$ cat config.mk
export PLATFORM = sky130hd
export DESIGN_NAME = sorted_deadline_timer_queue_flat
export DESIGN_NICKNAME = d
export VERILOG_FILES = /design/src/hw/rtl/sdtq_pkg.sv /design/src/hw/rtl/sdtq_if.sv /design/src/hw/rtl/sdtq_ctrl.sv /design/src/hw/rtl/sdtq_datapath.sv /design/src/hw/rtl/sorted_deadline_timer_queue.sv /design/src/flat_wrapper.sv
export SDC_FILE = /design/constraint.sdc
export NUM_CORES = 2
export LEC_CHECK = 0
export BUFFER_PORTS_ARGS = -buffer_cell sky130_fd_sc_hd__buf_2
export CAP_MARGIN = 20
export CORE_UTILIZATION = 30
export DETAILED_ROUTE_END_ITERATION = 6
export PLACE_DENSITY = 0.52
export RECOVER_POWER = 25
export SLEW_MARGIN = 20
export SYNTH_ARGS = -nofsm -noshare
export SYNTH_HDL_FRONTEND = slang
export SYNTH_SLANG_ARGS = --single-unit
$ cat constraint.sdc
create_clock -name i_clk -period 10.5 [get_ports i_clk]
set_input_delay 2.1 -clock i_clk [delete_from_list [all_inputs] [get_ports i_clk]]
set_output_delay 2.1 -clock i_clk [all_outputs]
set_load 0.05 [all_outputs]
$ cat src/hw/rtl/sdtq_pkg.sv
// shared types and constants of the sorted deadline timer queue
`timescale 1ns / 1ps

package sdtq_pkg;

    localparam int ID_W       = 4;
    localparam int NUM_TIMERS = 16;
    localparam int DUR_W      = 32;
    localparam int TMO_W      = 32;

    localparam logic [TMO_W-1:0] TIMEOUT_EMPTY = 32'hFFFF_FFFF;
    localparam logic [TMO_W-1:0] TIMEOUT_MAX   = 32'hFFFF_FFFE;

    localparam logic [1:0] MODE_START = 2'd0;
    localparam logic [1:0] MODE_STOP  = 2'd1;
    localparam logic [1:0] MODE_QUERY = 2'd2;

    localparam logic [1:0] STATUS_OK        = 2'd0;
    localparam logic [1:0] STATUS_RUNNING   = 2'd1;
    localparam logic [1:0] STATUS_FULL      = 2'd2;
    localparam logic [1:0] STATUS_NOT_RUNNG = 2'd3;

    typedef enum logic [1:0] {
        ST_IDLE,
        ST_EXEC,
        ST_REPORT
    } t_state;

    typedef struct packed {
        logic       load;
        logic       insert;
        logic       remove;
        logic       report;
        logic [1:0] status;
    } t_dp_cmd;

    typedef struct packed {
        logic [1:0] mode;
        logic       running;
        logic       full;
    } t_dp_status;

endpackage

$ cat src/hw/rtl/sdtq_if.sv
// command and result channel interfaces
`timescale 1ns / 1ps

interface sdtq_cmd_if #(
    parameter int TIME_BITS = 48
);
    logic                         valid;
    logic                         ready;
    logic [1:0]                   mode;
    logic [sdtq_pkg::ID_W-1:0]    timer_id;
    logic [sdtq_pkg::DUR_W-1:0]   duration_ms;
    logic [TIME_BITS-1:0]         now_ms;

    modport source (output valid, mode, timer_id, duration_ms, now_ms, input ready);
    modport sink   (input valid, mode, timer_id, duration_ms, now_ms, output ready);
endinterface

interface sdtq_res_if;
    logic                         valid;
    logic                         ready;
    logic [sdtq_pkg::TMO_W-1:0]   timeout_ms;
    logic [sdtq_pkg::ID_W-1:0]    head_id;
    logic                         queue_empty;
    logic [1:0]                   status;

    modport source (output valid, timeout_ms, head_id, queue_empty, status, input ready);
    modport sink   (input valid, timeout_ms, head_id, queue_empty, status, output ready);
endinterface

$ cat src/hw/rtl/sdtq_ctrl.sv
// controller state machine: sequences load, queue update and result report
`timescale 1ns / 1ps

module sdtq_ctrl (
    input  logic                 i_clk,
    input  logic                 i_rst_n,
    input  logic                 i_in_valid,
    output logic                 o_in_ready,
    output logic                 o_out_valid,
    input  logic                 i_out_ready,
    input  sdtq_pkg::t_dp_status i_dp_status,
    output sdtq_pkg::t_dp_cmd    o_dp_cmd
);

    sdtq_pkg::t_state r_state, n_state;
    logic             r_out_valid, n_out_valid;
    logic [1:0]       r_status, n_status;

    always_ff @(posedge i_clk) begin
        if (!i_rst_n) begin
            r_state     <= sdtq_pkg::ST_IDLE;
            r_out_valid <= 1'b0;
            r_status    <= sdtq_pkg::STATUS_OK;
        end else begin
            r_state     <= n_state;
            r_out_valid <= n_out_valid;
            r_status    <= n_status;
        end
    end

    always_comb begin
        n_state     = r_state;
        n_status    = r_status;
        n_out_valid = r_out_valid && !i_out_ready;
        o_in_ready  = 1'b0;
        o_dp_cmd    = '0;
        unique case (r_state)
            sdtq_pkg::ST_IDLE: begin
                o_in_ready = 1'b1;
                if (i_in_valid) begin
                    o_dp_cmd.load = 1'b1;
                    n_state       = sdtq_pkg::ST_EXEC;
                end
            end
            sdtq_pkg::ST_EXEC: begin
                n_status = sdtq_pkg::STATUS_OK;
                if (i_dp_status.mode == sdtq_pkg::MODE_START) begin
                    if (i_dp_status.running) begin
                        n_status = sdtq_pkg::STATUS_RUNNING;
                    end else if (i_dp_status.full) begin
                        n_status = sdtq_pkg::STATUS_FULL;
                    end else begin
                        o_dp_cmd.insert = 1'b1;
                    end
                end else if (i_dp_status.mode == sdtq_pkg::MODE_STOP) begin
                    if (i_dp_status.running) begin
                        o_dp_cmd.remove = 1'b1;
                    end else begin
                        n_status = sdtq_pkg::STATUS_NOT_RUNNG;
                    end
                end
                n_state = sdtq_pkg::ST_REPORT;
            end
            sdtq_pkg::ST_REPORT: begin
                o_dp_cmd.status = r_status;
                if (!r_out_valid || i_out_ready) begin
                    o_dp_cmd.report = 1'b1;
                    n_out_valid     = 1'b1;
                    n_state         = sdtq_pkg::ST_IDLE;
                end
            end
            default: begin
                n_state = sdtq_pkg::ST_IDLE;
            end
        endcase
    end

    assign o_out_valid = r_out_valid;

    a_accept_to_exec: assert property (@(posedge i_clk) disable iff (!i_rst_n)
        (i_in_valid && o_in_ready) |=> (r_state == sdtq_pkg::ST_EXEC))
        else $error("accepted item did not move to exec");

    a_insert_legal: assert property (@(posedge i_clk) disable iff (!i_rst_n)
        o_dp_cmd.insert |-> (!i_dp_status.running && !i_dp_status.full))
        else $error("insert issued for running timer or full queue");

    a_remove_legal: assert property (@(posedge i_clk) disable iff (!i_rst_n)
        o_dp_cmd.remove |-> i_dp_status.running)
        else $error("remove issued for idle timer");

    a_result_from_report: assert property (@(posedge i_clk) disable iff (!i_rst_n)
        $rose(r_out_valid) |-> ($past(r_state) == sdtq_pkg::ST_REPORT))
        else $error("result raised outside report state");

endmodule

$ cat src/hw/rtl/sdtq_datapath.sv
// datapath: shift-register queue of deadlines, running mask and result register
`timescale 1ns / 1ps

module sdtq_datapath #(
    parameter int QUEUE_DEPTH = 16,
    parameter int TIME_BITS   = 48
) (
    input  logic                        i_clk,
    input  logic                        i_rst_n,
    input  logic [1:0]                  i_mode,
    input  logic [sdtq_pkg::ID_W-1:0]   i_timer_id,
    input  logic [sdtq_pkg::DUR_W-1:0]  i_duration_ms,
    input  logic [TIME_BITS-1:0]        i_now_ms,
    input  sdtq_pkg::t_dp_cmd           i_dp_cmd,
    output sdtq_pkg::t_dp_status        o_dp_status,
    output logic [sdtq_pkg::TMO_W-1:0]  o_timeout_ms,
    output logic [sdtq_pkg::ID_W-1:0]   o_head_id,
    output logic                        o_queue_empty,
    output logic [1:0]                  o_status
);

    localparam int CNT_W = $clog2(QUEUE_DEPTH + 1);
    localparam int LVL   = $clog2(QUEUE_DEPTH);

    logic [1:0]                         r_mode;
    logic [sdtq_pkg::ID_W-1:0]          r_id;
    logic [TIME_BITS-1:0]               r_end;
    logic [TIME_BITS-1:0]               r_now;
    logic [TIME_BITS-1:0]               r_dl  [QUEUE_DEPTH];
    logic [sdtq_pkg::ID_W-1:0]          r_sid [QUEUE_DEPTH];
    logic [CNT_W-1:0]                   r_count;
    logic [sdtq_pkg::NUM_TIMERS-1:0]    r_mask;
    logic [sdtq_pkg::TMO_W-1:0]         r_timeout;
    logic [sdtq_pkg::ID_W-1:0]          r_head;
    logic                               r_empty;
    logic [1:0]                         r_status;

    logic [TIME_BITS:0]                 sum;
    logic [TIME_BITS-1:0]               n_end;
    logic [QUEUE_DEPTH-1:0]             gt;
    logic [QUEUE_DEPTH-1:0]             match;
    logic [QUEUE_DEPTH-1:0]             pre [LVL+1];
    logic [TIME_BITS-1:0]               rem;
    logic [sdtq_pkg::TMO_W-1:0]         n_timeout;

    // deadline with saturation
    always_comb begin
        sum   = {1'b0, i_now_ms} + {1'b0, TIME_BITS'(i_duration_ms)};
        n_end = sum[TIME_BITS] ? '1 : sum[TIME_BITS-1:0];
    end

    always_ff @(posedge i_clk) begin
        if (i_dp_cmd.load) begin
            r_mode <= i_mode;
            r_id   <= i_timer_id;
            r_end  <= n_end;
            r_now  <= i_now_ms;
        end
    end

    // per-slot compares and prefix of the matching slot
    always_comb begin
        for (int i = 0; i < QUEUE_DEPTH; i++) begin
            gt[i]    = (CNT_W'(i) >= r_count) || (r_dl[i] > r_end);
            match[i] = (CNT_W'(i) < r_count) && (r_sid[i] == r_id);
        end
        pre[0] = match;
        for (int l = 0; l < LVL; l++) begin
            for (int i = 0; i < QUEUE_DEPTH; i++) begin
                if (i >= (1 << l)) begin
                    pre[l+1][i] = pre[l][i] | pre[l][i - (1 << l)];
                end else begin
                    pre[l+1][i] = pre[l][i];
                end
            end
        end
    end

    always_ff @(posedge i_clk) begin
        for (int i = 0; i < QUEUE_DEPTH; i++) begin
            if (i_dp_cmd.insert && gt[i]) begin
                if (i > 0 && gt[(i > 0) ? i - 1 : 0]) begin
                    r_dl[i]  <= r_dl[(i > 0) ? i - 1 : 0];
                    r_sid[i] <= r_sid[(i > 0) ? i - 1 : 0];
                end else begin
                    r_dl[i]  <= r_end;
                    r_sid[i] <= r_id;
                end
            end else if (i_dp_cmd.remove && pre[LVL][i] && i < QUEUE_DEPTH - 1) begin
                r_dl[i]  <= r_dl[(i < QUEUE_DEPTH - 1) ? i + 1 : i];
                r_sid[i] <= r_sid[(i < QUEUE_DEPTH - 1) ? i + 1 : i];
            end
        end
    end

    always_ff @(posedge i_clk) begin
        if (!i_rst_n) begin
            r_count <= '0;
            r_mask  <= '0;
        end else if (i_dp_cmd.insert) begin
            r_count      <= r_count + CNT_W'(1);
            r_mask[r_id] <= 1'b1;
        end else if (i_dp_cmd.remove) begin
            r_count      <= r_count - CNT_W'(1);
            r_mask[r_id] <= 1'b0;
        end
    end

    // remaining time of the head entry
    always_comb begin
        rem = r_dl[0] - r_now;
        if (r_count == '0) begin
            n_timeout = sdtq_pkg::TIMEOUT_EMPTY;
        end else if (r_now >= r_dl[0]) begin
            n_timeout = '0;
        end else if (rem > TIME_BITS'(sdtq_pkg::TIMEOUT_MAX)) begin
            n_timeout = sdtq_pkg::TIMEOUT_MAX;
        end else begin
            n_timeout = rem[sdtq_pkg::TMO_W-1:0];
        end
    end

    always_ff @(posedge i_clk) begin
        if (i_dp_cmd.report) begin
            r_timeout <= n_timeout;
            r_head    <= (r_count == '0) ? '0 : r_sid[0];
            r_empty   <= (r_count == '0);
            r_status  <= i_dp_cmd.status;
        end
    end

    assign o_dp_status.mode    = r_mode;
    assign o_dp_status.running = r_mask[r_id];
    assign o_dp_status.full    = (r_count >= CNT_W'(QUEUE_DEPTH));
    assign o_timeout_ms        = r_timeout;
    assign o_head_id           = r_head;
    assign o_queue_empty       = r_empty;
    assign o_status            = r_status;

    a_count_bound: assert property (@(posedge i_clk) disable iff (!i_rst_n)
        r_count <= CNT_W'(QUEUE_DEPTH))
        else $error("occupancy beyond queue depth");

    a_mask_matches_count: assert property (@(posedge i_clk) disable iff (!i_rst_n)
        $countones(r_mask) == int'(r_count))
        else $error("running mask disagrees with occupancy");

endmodule

$ cat src/hw/rtl/sorted_deadline_timer_queue.sv
// top level of the sorted deadline timer queue
// the result is registered in the report step, which follows the load and queue-update steps
// a new command item is accepted only once the previous one has passed load, queue update and report
// a result still waiting at the output holds the report step until it is taken
// synchronous active-low reset clears occupancy, running mask and handshake state
// slot contents are not cleared; only occupied slots are ever read
`timescale 1ns / 1ps

module sorted_deadline_timer_queue #(
    parameter int QUEUE_DEPTH = 16,
    parameter int TIME_BITS   = 48
) (
    input  logic       i_clk,
    input  logic       i_rst_n,
    sdtq_cmd_if.sink   i_cmd,
    sdtq_res_if.source o_res
);

    sdtq_pkg::t_dp_cmd    dp_cmd;
    sdtq_pkg::t_dp_status dp_status;

    sdtq_ctrl u_ctrl (
        .i_clk       (i_clk),
        .i_rst_n     (i_rst_n),
        .i_in_valid  (i_cmd.valid),
        .o_in_ready  (i_cmd.ready),
        .o_out_valid (o_res.valid),
        .i_out_ready (o_res.ready),
        .i_dp_status (dp_status),
        .o_dp_cmd    (dp_cmd)
    );

    sdtq_datapath #(
        .QUEUE_DEPTH (QUEUE_DEPTH),
        .TIME_BITS   (TIME_BITS)
    ) u_datapath (
        .i_clk         (i_clk),
        .i_rst_n       (i_rst_n),
        .i_mode        (i_cmd.mode),
        .i_timer_id    (i_cmd.timer_id),
        .i_duration_ms (i_cmd.duration_ms),
        .i_now_ms      (i_cmd.now_ms),
        .i_dp_cmd      (dp_cmd),
        .o_dp_status   (dp_status),
        .o_timeout_ms  (o_res.timeout_ms),
        .o_head_id     (o_res.head_id),
        .o_queue_empty (o_res.queue_empty),
        .o_status      (o_res.status)
    );

endmodule

$ cat src/flat_wrapper.sv
// flat-port wrapper written by rule: the top's interface ports become plain ports
module sorted_deadline_timer_queue_flat 
#(
    parameter int QUEUE_DEPTH = 16,
    parameter int TIME_BITS   = 48
)
  (i_clk, i_rst_n, i_cmd_valid, i_cmd_mode, i_cmd_timer_id, i_cmd_duration_ms, i_cmd_now_ms, i_cmd_ready, o_res_valid, o_res_timeout_ms, o_res_head_id, o_res_queue_empty, o_res_status, o_res_ready);
  sdtq_cmd_if #(.TIME_BITS(TIME_BITS)) i_cmd_i ();
  sdtq_res_if o_res_i ();
  input  logic i_clk;
  input  logic i_rst_n;
  input wire logic [$bits(i_cmd_i.valid)-1:0] i_cmd_valid;
  input wire logic [$bits(i_cmd_i.mode)-1:0] i_cmd_mode;
  input wire logic [$bits(i_cmd_i.timer_id)-1:0] i_cmd_timer_id;
  input wire logic [$bits(i_cmd_i.duration_ms)-1:0] i_cmd_duration_ms;
  input wire logic [$bits(i_cmd_i.now_ms)-1:0] i_cmd_now_ms;
  output wire logic [$bits(i_cmd_i.ready)-1:0] i_cmd_ready;
  output wire logic [$bits(o_res_i.valid)-1:0] o_res_valid;
  output wire logic [$bits(o_res_i.timeout_ms)-1:0] o_res_timeout_ms;
  output wire logic [$bits(o_res_i.head_id)-1:0] o_res_head_id;
  output wire logic [$bits(o_res_i.queue_empty)-1:0] o_res_queue_empty;
  output wire logic [$bits(o_res_i.status)-1:0] o_res_status;
  input wire logic [$bits(o_res_i.ready)-1:0] o_res_ready;
  assign i_cmd_i.valid = i_cmd_valid;
  assign i_cmd_i.mode = i_cmd_mode;
  assign i_cmd_i.timer_id = i_cmd_timer_id;
  assign i_cmd_i.duration_ms = i_cmd_duration_ms;
  assign i_cmd_i.now_ms = i_cmd_now_ms;
  assign i_cmd_ready = i_cmd_i.ready;
  assign o_res_valid = o_res_i.valid;
  assign o_res_timeout_ms = o_res_i.timeout_ms;
  assign o_res_head_id = o_res_i.head_id;
  assign o_res_queue_empty = o_res_i.queue_empty;
  assign o_res_status = o_res_i.status;
  assign o_res_i.ready = o_res_ready;
  sorted_deadline_timer_queue #(.QUEUE_DEPTH(QUEUE_DEPTH), .TIME_BITS(TIME_BITS)) u_core (.i_clk(i_clk), .i_rst_n(i_rst_n), .i_cmd(i_cmd_i), .o_res(o_res_i));
endmodule
==> metrics.md <==
| Metric | Value |
|---|---|
| Fmax | `123 MHz` |
| Crit-path max FO | `58` |
| Post-cts resize count | `0` |
| #FFs+latches synth | `999` |
| Ports | `131` |
| NumNets Final | `between 7000 and 8000` |
| Mapped Nets | `7759` |
| Unrepaired setup endpoints after global routing | `false` |
| Post-route DRC | `0` |
| Syn Std Cell Area | `0.0704 mm2` |
| Die Area | `0.237 mm2` |
| CTS H-tree depth | `3` |
| Core area | `0.233 mm2` |
| Crit path launch type | `flip-flop` |
| Hpwl dp | `179000 um` |
| Post CTS Setup Buffer Count | `0` |
| Number of global-route vias before repair | `55485` |
| Req. time, crit path | `11.03 ns` |
| Final Power | `between 10 and 15 mW` |
| Hold depth | `2` |
| Crit path from | `u_core.u_datapath.r_id[0]` |
| CTS Buffer Depth | `3` |
| Port Buffer Count | `130` |
| Setup Slack @ Placement | `4.18 ns` |
| R2R Path End | `u_core.u_datapath.r_sid[0][21]` |
| Total Wirelength | `238000 um` |
| Headroom to the max-slew limit | `-135%` |
| Initial DRT Pass Iterations | `6` |
| Critical path arrival | `8.64 ns` |
| Seq/Total Area, Yosys | `between 40 and 50%` |
| Synth cell types | `90` |
| Worst vdd ir | `138 uV` |
| Max_cap viols | `10` |
| CTS Buf Count | `120` |
| Die width | `approximately 490 um` |
| Post-Layout Cell Count | `~10000` |
| Wire length per cell | `~24 um` |
| Fin worst setup slack | `2.38 ns` |
| HP Class | `reg2reg` |
| GPL Wtd Cong | `0.913` |
| # rows | `177` |
| Initial antenna violation count | `4` |
| R2R depth | `12` |
| CP endpoint kind | `flip-flop` |
| Antenna Nets Post-Route | `0` |
| Fin Clk Skew | `between 0.03 and 0.04 ns` |
| Placed Cells | `9835` |
| Initial detailed-routing violation count | `4436` |
| Final non-filler cell area | `a little under 0.08 mm2` |
| Die H | `486 um` |
| Ys flop type | `edfxtp_1` |
| Power per cell area | `132 mW/mm2` |
| CTS Root Cell | `clkbuf_16` |
| Period utilization | `between 70% and 80%` |
| Flop2flop setup slack | `around 2.4 ns` |
| Area after DPL | `0.0747 mm2` |
| Hold buffers post-CTS | `0` |
| Syn_area_per_cell | `just over 10 um2` |
| Worst skew pair latency | `a little under 0.8 ns` |
| Number of synthesized flops with an enable pin | `973` |
| Clock Sink Count | `999` |
| GRT Util Overall | `about a fifth` |
| Starting Density | `30.2%` |
| Largest net degree at the start of global routing | `97` |
| DR vias/cell | `5.60` |
| Share of layout cells above drive strength 1 | `7.67%` |
| Actual slew at the worst max-slew pin | `~3.5 ns` |
| Via Count | `56377` |
| CTS tree | `built` |
| First-pass GRT wire length | `356000 um` |
| Tmin final | `8.12 ns` |
| Yosys warns | `0` |
| Slew Limit Fails | `398` |
| Post-synth ARST share | `0%` |
| Failing checks | `max-capacitance violations, max-slew violations` |
| P&R area growth vs syn | `11.6%` |
| CTS clk-pin slew, worst paths | `0.06 ns` |
| Setup-failing EPs final | `0` |
| Worst R2R Start | `u_core.u_datapath.r_id[0]` |
| Pleak | `around 30 nW` |
| Hold Violations, Final | `0` |
| Post-synthesis cell count | `6862` |
| Status | `finished with violations` |
| Setup TNS | `0 ns` |
| GRT Residual Overflow | `0` |
| Crit path kind | `reg2reg` |
## how the worst max path moves through the flow
stage	endpoint	slack [ns]
3_5_place_dp	u_core.u_datapath.r_dl[1][72]	4.18
3_3_place_gp	u_core.u_datapath.r_end[25]	4.28
5_1_grt	u_core.u_datapath.r_dl[0][247]	2.14
6_report	u_core.u_datapath.r_sid[0][21]	2.38
4_1_cts	u_core.u_datapath.r_dl[1][72]	4.19
2_1_floorplan	u_core.u_datapath.r_dl[0][100]	3.36
## layer usage
metal | up-vias | global-route usage, % | wire (um)
met5 | - | 0 | 0
met4 | 0 | 4.38 | 4330
met3 | 261 | 2.37 | 11900
met2 | 1375 | 32.1 | 112000
met1 | 28484 | 26.9 | 109000
li1 | 26257 | - | -
## placed cells by master, fill, tap and decap left out, types with 46 or more instances in the layout
cell type    n
a21o_1     363
a21oi_1    586
a22o_1      52
a31oi_1    139
buf_2       46
buf_4      136
clkbuf_1   121
clkbuf_16  123
edfxtp_1   973
ha_1       805
inv_1      143
mux2_2      62
mux2i_1    578
nand2_1    400
nand3_1     53
nand4_1    317
nor2_1     581
nor2b_1     48
nor3_1      53
o21ai_0    524
o31ai_1    114
xnor2_1     79
xor2_1      47
## cells in the mapped netlist (11+ instances only)
master	instances	area [um2]
o31ai_1	115	863
ha_1	805	10100
and3_1	26	163
nand4_1	317	1980
a21boi_0	23	173
buf_1	23	86.3
nor2b_1	49	307
a22o_1	52	455
o21bai_1	11	82.6
or2_2	15	93.8
nor3_1	56	280
mux2i_1	578	5790
a41oi_1	12	105
dfxtp_1	26	521
o21ai_1	20	100
o21a_1	26	195
a31oi_1	139	870
mux2_2	62	698
nor4_1	23	144
nor2_1	586	2200
a21oi_1	590	2950
o211ai_1	26	195
nand2_1	408	1530
xnor2_1	79	692
clkbuf_1	322	1210
nand2b_1	27	169
buf_2	87	435
inv_1	143	537
edfxtp_1	973	29200
o21ai_0	529	2650
a41oi_2	14	228
a21o_1	366	2750
or3_1	25	156
a211oi_1	22	165
and2_1	23	144
and4_1	12	105
xor2_1	47	412
nand3_1	57	285
or4_1	11	82.6
## final cells by class
cell class                 count  area (um2)
sequential                   999       29700
clock inverter                75         682
fill                       23912      154000
antenna                        4        10.0
inverter                     144         546
clock buffer                 152        3230
timing repair buffer         281        1660
tap                         3132        3920
multi-input combinational   5282       38800
## registers in the layout (all words and copies together), names as in the netlist, named ones only
name / flops
u_core.u_ctrl.o_out_valid: 1
u_core.u_ctrl.r_state: 2
u_core.u_ctrl.r_status: 2
u_core.u_datapath.o_head_id: 4
u_core.u_datapath.o_queue_empty: 1
u_core.u_datapath.o_status: 2
u_core.u_datapath.o_timeout_ms: 32
u_core.u_datapath.r_count: 5
u_core.u_datapath.r_dl: 768
u_core.u_datapath.r_end: 48
u_core.u_datapath.r_id: 4
u_core.u_datapath.r_mode: 2
u_core.u_datapath.r_now: 48
u_core.u_datapath.r_sid: 64
## logic make-up after synthesis
family          Yosys count  share of synthesized area [%]
mux                     645                           9.37
buf+inv                 581                           3.29
simple gates           1663                           11.2
fa+ha+maj               807                           14.4
flops                   999                           42.2
compound gates         2041                           17.9
xor+xnor                126                           1.57
## critical path, stage by stage (launching register included)
cell and delay, ns:
edfxtp_1 0.32, clkbuf_1 1.80, mux4_2 0.70, mux4_2 0.55, nand3b_1 0.19, clkbuf_1 0.76
inv_6 0.78, buf_4 0.78, and4_2 0.80, buf_4 0.43, nor2_4 0.03, buf_4 0.30
a21o_1 0.27
## through the flow
| stage | hold WS (ns) | utilization (%) |
|---|---|---|
| floorplan | 0.454 | - |
| global placement | 0.464 | 32.1 |
| detailed placement | 0.476 | 32.1 |
| CTS | 0.484 | 33.8 |
| global route | 0.503 | 33.7 |
| finish | 0.485 | 33.7 |
## where the power goes
| group | internal, mW | switching (mW) | total (mW) | leakage [nW] |
|---|---|---|---|---|
| clock | 2.43 | 1.86 | 4.29 | 1.94 |
| combinational | 0.547 | 0.988 | 1.53 | 19.4 |
| sequential | 4.46 | 0.109 | 4.57 | 9.03 |
Note: power is estimated with default switching activity, not from simulation.
